===== src/rtl/assert_macros.svh =====
// assert_macros.svh: assertion macros used by gapped_insertion_sorter.
// No dependencies.
`ifndef ASSERT_MACROS_SVH
`define ASSERT_MACROS_SVH
// Implication checked on every clock, off in reset.
`define CHK_IMPL(lbl, clk, rst, pre, post) \
  lbl: assert property (@(posedge clk) disable iff (rst) (pre) |-> (post)) else $error("%m: lbl");
// Next-cycle implication, off in reset.
`define CHK_NEXT(lbl, clk, rst, pre, post) \
  lbl: assert property (@(posedge clk) disable iff (rst) (pre) |=> (post)) else $error("%m: lbl");
`endif


===== src/rtl/gis_pkg.sv =====
// gis_pkg: types, constants and sizing helpers for the gapped insertion sorter.
// No dependencies.
package gis_pkg;
  localparam int NUM_SLOTS     = 512;
  localparam int SLOT_W        = 9;
  localparam int VALUE_W       = 31;
  localparam int GAP_W         = 3;
  localparam int DEF_MAX_ITEMS = 64;
  localparam int DEF_MAX_GAP   = 7;
  localparam logic [GAP_W-1:0] GAP_RESET = 3'd1;

  typedef enum logic [3:0] {
    S_CLEAR, S_IDLE, S_SEARCH, S_SHIFT_RD, S_SHIFT_WR, S_PLACE,
    S_GATHER, S_GAPFIT, S_SPREAD, S_EMIT
  } state_t;

  typedef struct packed {
    logic             we;
    logic [SLOT_W-1:0] waddr;
    logic [VALUE_W-1:0] wdata;
    logic             wvalid;
    logic [SLOT_W-1:0] raddr;
  } mem_req_t;
endpackage


===== src/rtl/gis_queue.sv =====
// gis_queue: gather buffer used while rebalancing.
// Depends on gis_pkg.
module gis_queue import gis_pkg::*; #(
  parameter int MAX_ITEMS = DEF_MAX_ITEMS,
  localparam int QW = (MAX_ITEMS > 1) ? $clog2(MAX_ITEMS) : 1
) (
  input  logic               clk,
  input  logic               we,
  input  logic [QW-1:0]      waddr,
  input  logic [VALUE_W-1:0] wdata,
  input  logic [QW-1:0]      raddr,
  output logic [VALUE_W-1:0] rdata
);
  logic [VALUE_W-1:0] q [MAX_ITEMS];
  always_ff @(posedge clk) begin
    if (we) begin
      q[waddr] <= wdata;
    end
    rdata <= q[raddr];
  end
endmodule


===== config.mk =====
export PLATFORM = sky130hd
export DESIGN_NAME = gis_queue
export DESIGN_NICKNAME = d
export VERILOG_FILES = /design/src/rtl/assert_macros.svh /design/src/rtl/gis_pkg.sv /design/src/rtl/gis_queue.sv
export SDC_FILE = /design/constraint.sdc
export NUM_CORES = 2
export LEC_CHECK = 0
export CAP_MARGIN = 20
export CORE_MARGIN = 4
export CORE_UTILIZATION = 55
export CTS_CLUSTER_DIAMETER = 150
export DETAILED_ROUTE_END_ITERATION = 8
export DONT_BUFFER_PORTS = 1
export GPL_TIMING_DRIVEN = 0
export PLACE_DENSITY = 0.76
export SYNTH_ARGS = -nofsm -noshare
export SYNTH_HDL_FRONTEND = slang
export SYNTH_SLANG_ARGS = --single-unit

===== constraint.sdc =====
create_clock -name clk -period 5.4 [get_ports clk]
set_input_delay 0.27 -clock clk [delete_from_list [all_inputs] [get_ports clk]]
set_output_delay 0.27 -clock clk [all_outputs]
set_load 0.05 [all_outputs]

# --- Word level (Yosys, flattened, before mapping) ---
# Memories as Yosys holds them, arrays and structs flattened. A register that Yosys moved wholly into a read port is not among the register bits.
# Index checks and enable logic that the tools add are counted.
# Widths: inputs -> output; s select.
word_totals:
  reg_bits: 0
  ramBits: 1984
  input_bits: 45
  out_inout_bits: 31
  word_cells: 3
  n_memories: 1
op_classes:
  muxes: 2
memory_table:
  columns: ["name", "depth", "width", "rd", "rd_ports_with_merged_regs", "write_ports", "line", "source"]
  rows:
  - ["q", 64, 31, 1, 1, 1, "gis_queue.sv:14", "logic [VALUE_W-1:0] q [MAX_ITEMS];"]
ops:
  columns: ["operator", "count"]
  rows:
  - ["$mux 1", 2]

# --- Longest topological paths before layout ---
logic_depth:
  ltp_word: 2
  ltp_mapped: 10
  ltp_nobuf: 5

# --- Least setup slack after synthesis ---
# No wires, ideal clock.
synth_path:
  path_kind: "in2reg"
  from: "input waddr[3]"
  to: "memory q[48][0], enable pin"
  setup_ps: 458
  arrival_ps: 2902
  required_time_ps: 4942
  path_slack_ps: 2041
  path_stages: 4
  n_path_buf: 1
  cell_sequence: "clkbuf_1 nor2b_1 nand4b_1 nor3_1"
synth_rtl:
  columns: ["element", "line", "source"]
  rows:
  - ["from (decl)", "gis_queue.sv:9", "input logic [QW-1:0] waddr,"]
  - ["to (decl)", "gis_queue.sv:14", null]
# Straight into the memory's write port.

==> impl_metrics.py <==
metrics = {
    "timing": {
        "fin_crit_ns": 3.442,
        "clock_skew_ns": 0.02524,
        "period_share_pct": 63.74,
        "fmax_mhz": 290.5,
        "fin_ws_ns": 1.958,
        "whs_ns": 0.1144,
        "relSlewSlack_pct": 11.33,
        "hold_viol": 0,
        "tightest_slew_ns": 1.319,
        "drv_slew": 0,
        "rsz0062_at_grt": "no",
        "finalSetupViolCount": 0,
    },
    "yosys": {
        "yosysSeqAreaShare_pct": 78.89,
        "yosysWarnings": 0,
        "muxShareOfSynthArea_pct": 15.87,
        "synth.distinct_cells": 33,
        "synthCells": 3418,
        "synth_edf_count": 1984,
        "syn-cell-area_um2": 76310,
        "synth_simple_gate_area_share_pct": 0.9527,
        "ys_seq_elements": 2015,
        "synth_area_leader_cell": "edfxtp_1",
        "synth_top_area_share_pct": 78.08,
        "synth_xor_area_share_pct": 0,
        "synth.avg_cell_area_um2": 22.32,
        "synth-adder-area-share_pct": 0,
        "synth-compound-area-share_pct": 3.065,
        "ys.flop_type": "edfxtp_1",
        "netlist_top_cells_area": "edfxtp_1, mux4_2, mux2i_1, a22oi_1, dfxtp_1",
        "ys_async_sr_fraction_pct": 0,
        "synth_nets": 3463,
        "synth_top_family_by_area": "multiplexers",
    },
    "layout": {
        "post_layout_nonfiller_instances": 5715,
        "synthToLayoutAreaGrowth_pct": 15.17,
        "fin_util_pct": 63.84,
        "drive_above_1_share_pct": 24.76,
        "layout.nets": 3800,
    },
    "worst_hold_path": {
        "min_path_type": "input pin to register",
        "hp-start": "raddr[3]",
    },
    "die": {
        "die_w_um": 380.5,
        "start_util_pct": 55.43,
        "dieArea_um2": 144800,
        "coreArea_um2": 137700,
        "die_height_um": 380.5,
        "boundaryPins": 76,
        "rows": 136,
    },
    "place": {
        "place.port_buffers": 0,
        "dpl.hpwl_mm": 119.6,
        "gp_congestion": 0.8657,
        "placed_cells": 5295,
        "pre_cts_ws_ns": 1.219,
    },
    "power_and_ir_drop": {
        "power_density_nw_per_um2": 368.7,
        "cellLeakagePower_uw": 0.02816,
        "ir_worst_vdd_uv": 387.6,
        "power_uw": 32400,
    },
    "worst_setup_path": {
        "worstPathArrival_ns": 4.14,
        "cp-startpoint": "raddr[0]",
        "r2r_end": "rdata[19]",
        "start_kind": "input pin",
        "critPathCaptureType": "register",
        "r2r_cells": 5,
        "endpoint": "rdata[26]",
        "cp.required_ns": 6.09,
        "rrSetupSlack_ns": 2.78,
        "crit_fanout": 10,
        "r2r-start": "q[37][19]",
        "path_class": "input pin to register",
    },
    "global_route": {
        "grt_pass1_vias": 38436,
        "track_usage_pct": 27.72,
        "grt_start_max_net_pins": 65,
        "grt_overflow": 0,
        "antenna_found_initial": 25,
        "grt_pass1_wl_mm": 285.2,
    },
    "clocking": {
        "cts.sink_count": 2015,
        "cts.path.max_buffers": 3,
        "cts-root-buf": "clkbuf_16",
        "htreeDepth": 4,
        "clkLatencyLatePin_ns": 0.82,
        "cts_tree": "built",
        "cts_buffers": 186,
        "clk_pin_slew_ns": 0.06,
        "post_cts_buffers": 0,
    },
    "outcome": {
        "run_status": "completed",
    },
    "route": {
        "vias": 38741,
        "via_per_inst": 6.779,
        "drt_pass1_iterations": 8,
        "drt_first_iter_violations": 6389,
        "wl_per_cell_um": 35.05,
        "drc": 0,
        "drt-total-wl_mm": 200.3,
        "ant_nets": 0,
    },
    "run": {
        "drv_cap": 0,
    },
}
==> sequential cells by signal (all words and copies together) (netlist names) <==
register  count
q          1984
rdata        31
==> synth_stat cells, types with 26 or more instances <==
| cell type | instances |
|---|---|
| edfxtp_1 | 1984 |
| mux4_2 | 403 |
| mux2i_1 | 295 |
| a22oi_1 | 104 |
| o22ai_1 | 85 |
| clkbuf_1 | 79 |
| buf_2 | 78 |
| nor2_1 | 77 |
| a31oi_1 | 52 |
| o21ai_0 | 52 |
| dfxtp_1 | 31 |
| a21o_1 | 26 |
| and3_1 | 26 |
| o31ai_1 | 26 |
==> where the power goes <==
group | total, uW | switching, uW | internal (uW)
Clock | 13200 | 5740 | 7460
Combinational | 1740 | 1130 | 608
Sequential | 17500 | 158 | 17300
Total | 32400 | 7030 | 25400
==> metrics by stage <==
step | cell area (um^2) | TNS [ns]
2_1_floorplan | 76310 | 0
3_3_place_gp | 78550 | -6.771
3_5_place_dp | 80560 | 0
4_1_cts | 87820 | 0
5_1_grt | 87850 | 0
6_report | 87880 | 0
==> routing by layer <==
metal	global-route usage [%]	routed length, um	vias up	share of wire [%]
li1	-	-	15212	-
met3	6.187	22800	471	11
met4	12.40	10310	4	5.1
met5	0	27	-	0.013
met1	37.95	71120	20133	36
met2	43.41	96070	2921	48
==> cell families (layout without fill, tap and decap cells) <==
| kind of cell | Yosys count | in the layout |
|---|---|---|
| AOI/OAI and AO/OA | 352 | 352 |
| buffers and inverters | 195 | 687 |
| DFF | 2015 | 2015 |
| and+or+nand+nor | 151 | 151 |
| other | 0 | 11 |
| muxes | 705 | 705 |
==> how the worst min path moves through the flow <==
stage / cells after the start / slack [ns] / to
4_1_cts: 3 / 0.06 / rdata[9]
3_5_place_dp: 0 / 0.37 / q[55][18]
5_1_grt: 2 / 0.11 / q[23][13]
2_1_floorplan: 0 / 0.37 / q[0][0]
6_report: 3 / 0.11 / rdata[9]
3_3_place_gp: 0 / 0.37 / q[53][18]
==> cells in the final DEF (no fill, tap or decap), types with 6 or more instances in the layout <==
cell	instances
buf_2	80
and3_1	26
dlygate4sd3_1	31
mux2_2	7
clkbuf_8	8
nand2_1	10
o22ai_1	85
a22oi_1	104
a21o_1	26
nor2b_1	6
o21ai_0	52
buf_16	46
clkbuf_16	189
dfxtp_1	31
nand3_1	6
mux4_2	403
clkbuf_1	117
a31oi_1	52
o31ai_1	26
buf_12	47
buf_1	12
edfxtp_1	1984
nor2_1	15
clkinv_8	6
nor2_4	62
mux2i_1	295
clkinv_1	37
buf_6	8
clkinv_2	35
bufinv_16	19
diode_2	11
buf_4	38
==> final cells by class <==
class	instances	area, um^2
repair buffers	149	2738
clock buffers	235	4982
clock inverters	108	1107
fillers	8505	49780
diodes	11	27.53
flip-flops and latches	2015	60200
well taps	1794	2245
multi-input cells	1208	15650
plain buffers	195	934.6
==> repair_timing <==
item,4_1_cts,5_1_grt
resized for setup,0,0
hold endpoints to repair,1984,0
hold buffers,62,0
==> critical path, stage by stage <==
cell,delay (ns)
buf_2,0.17
buf_6,0.19
buf_2,0.25
buf_2,0.35
nand3b_1,0.58
clkbuf_1,0.49
o22ai_1,0.25
o31ai_1,1.10
and3_1,0.44
Power figures use the tool's default switching activity.
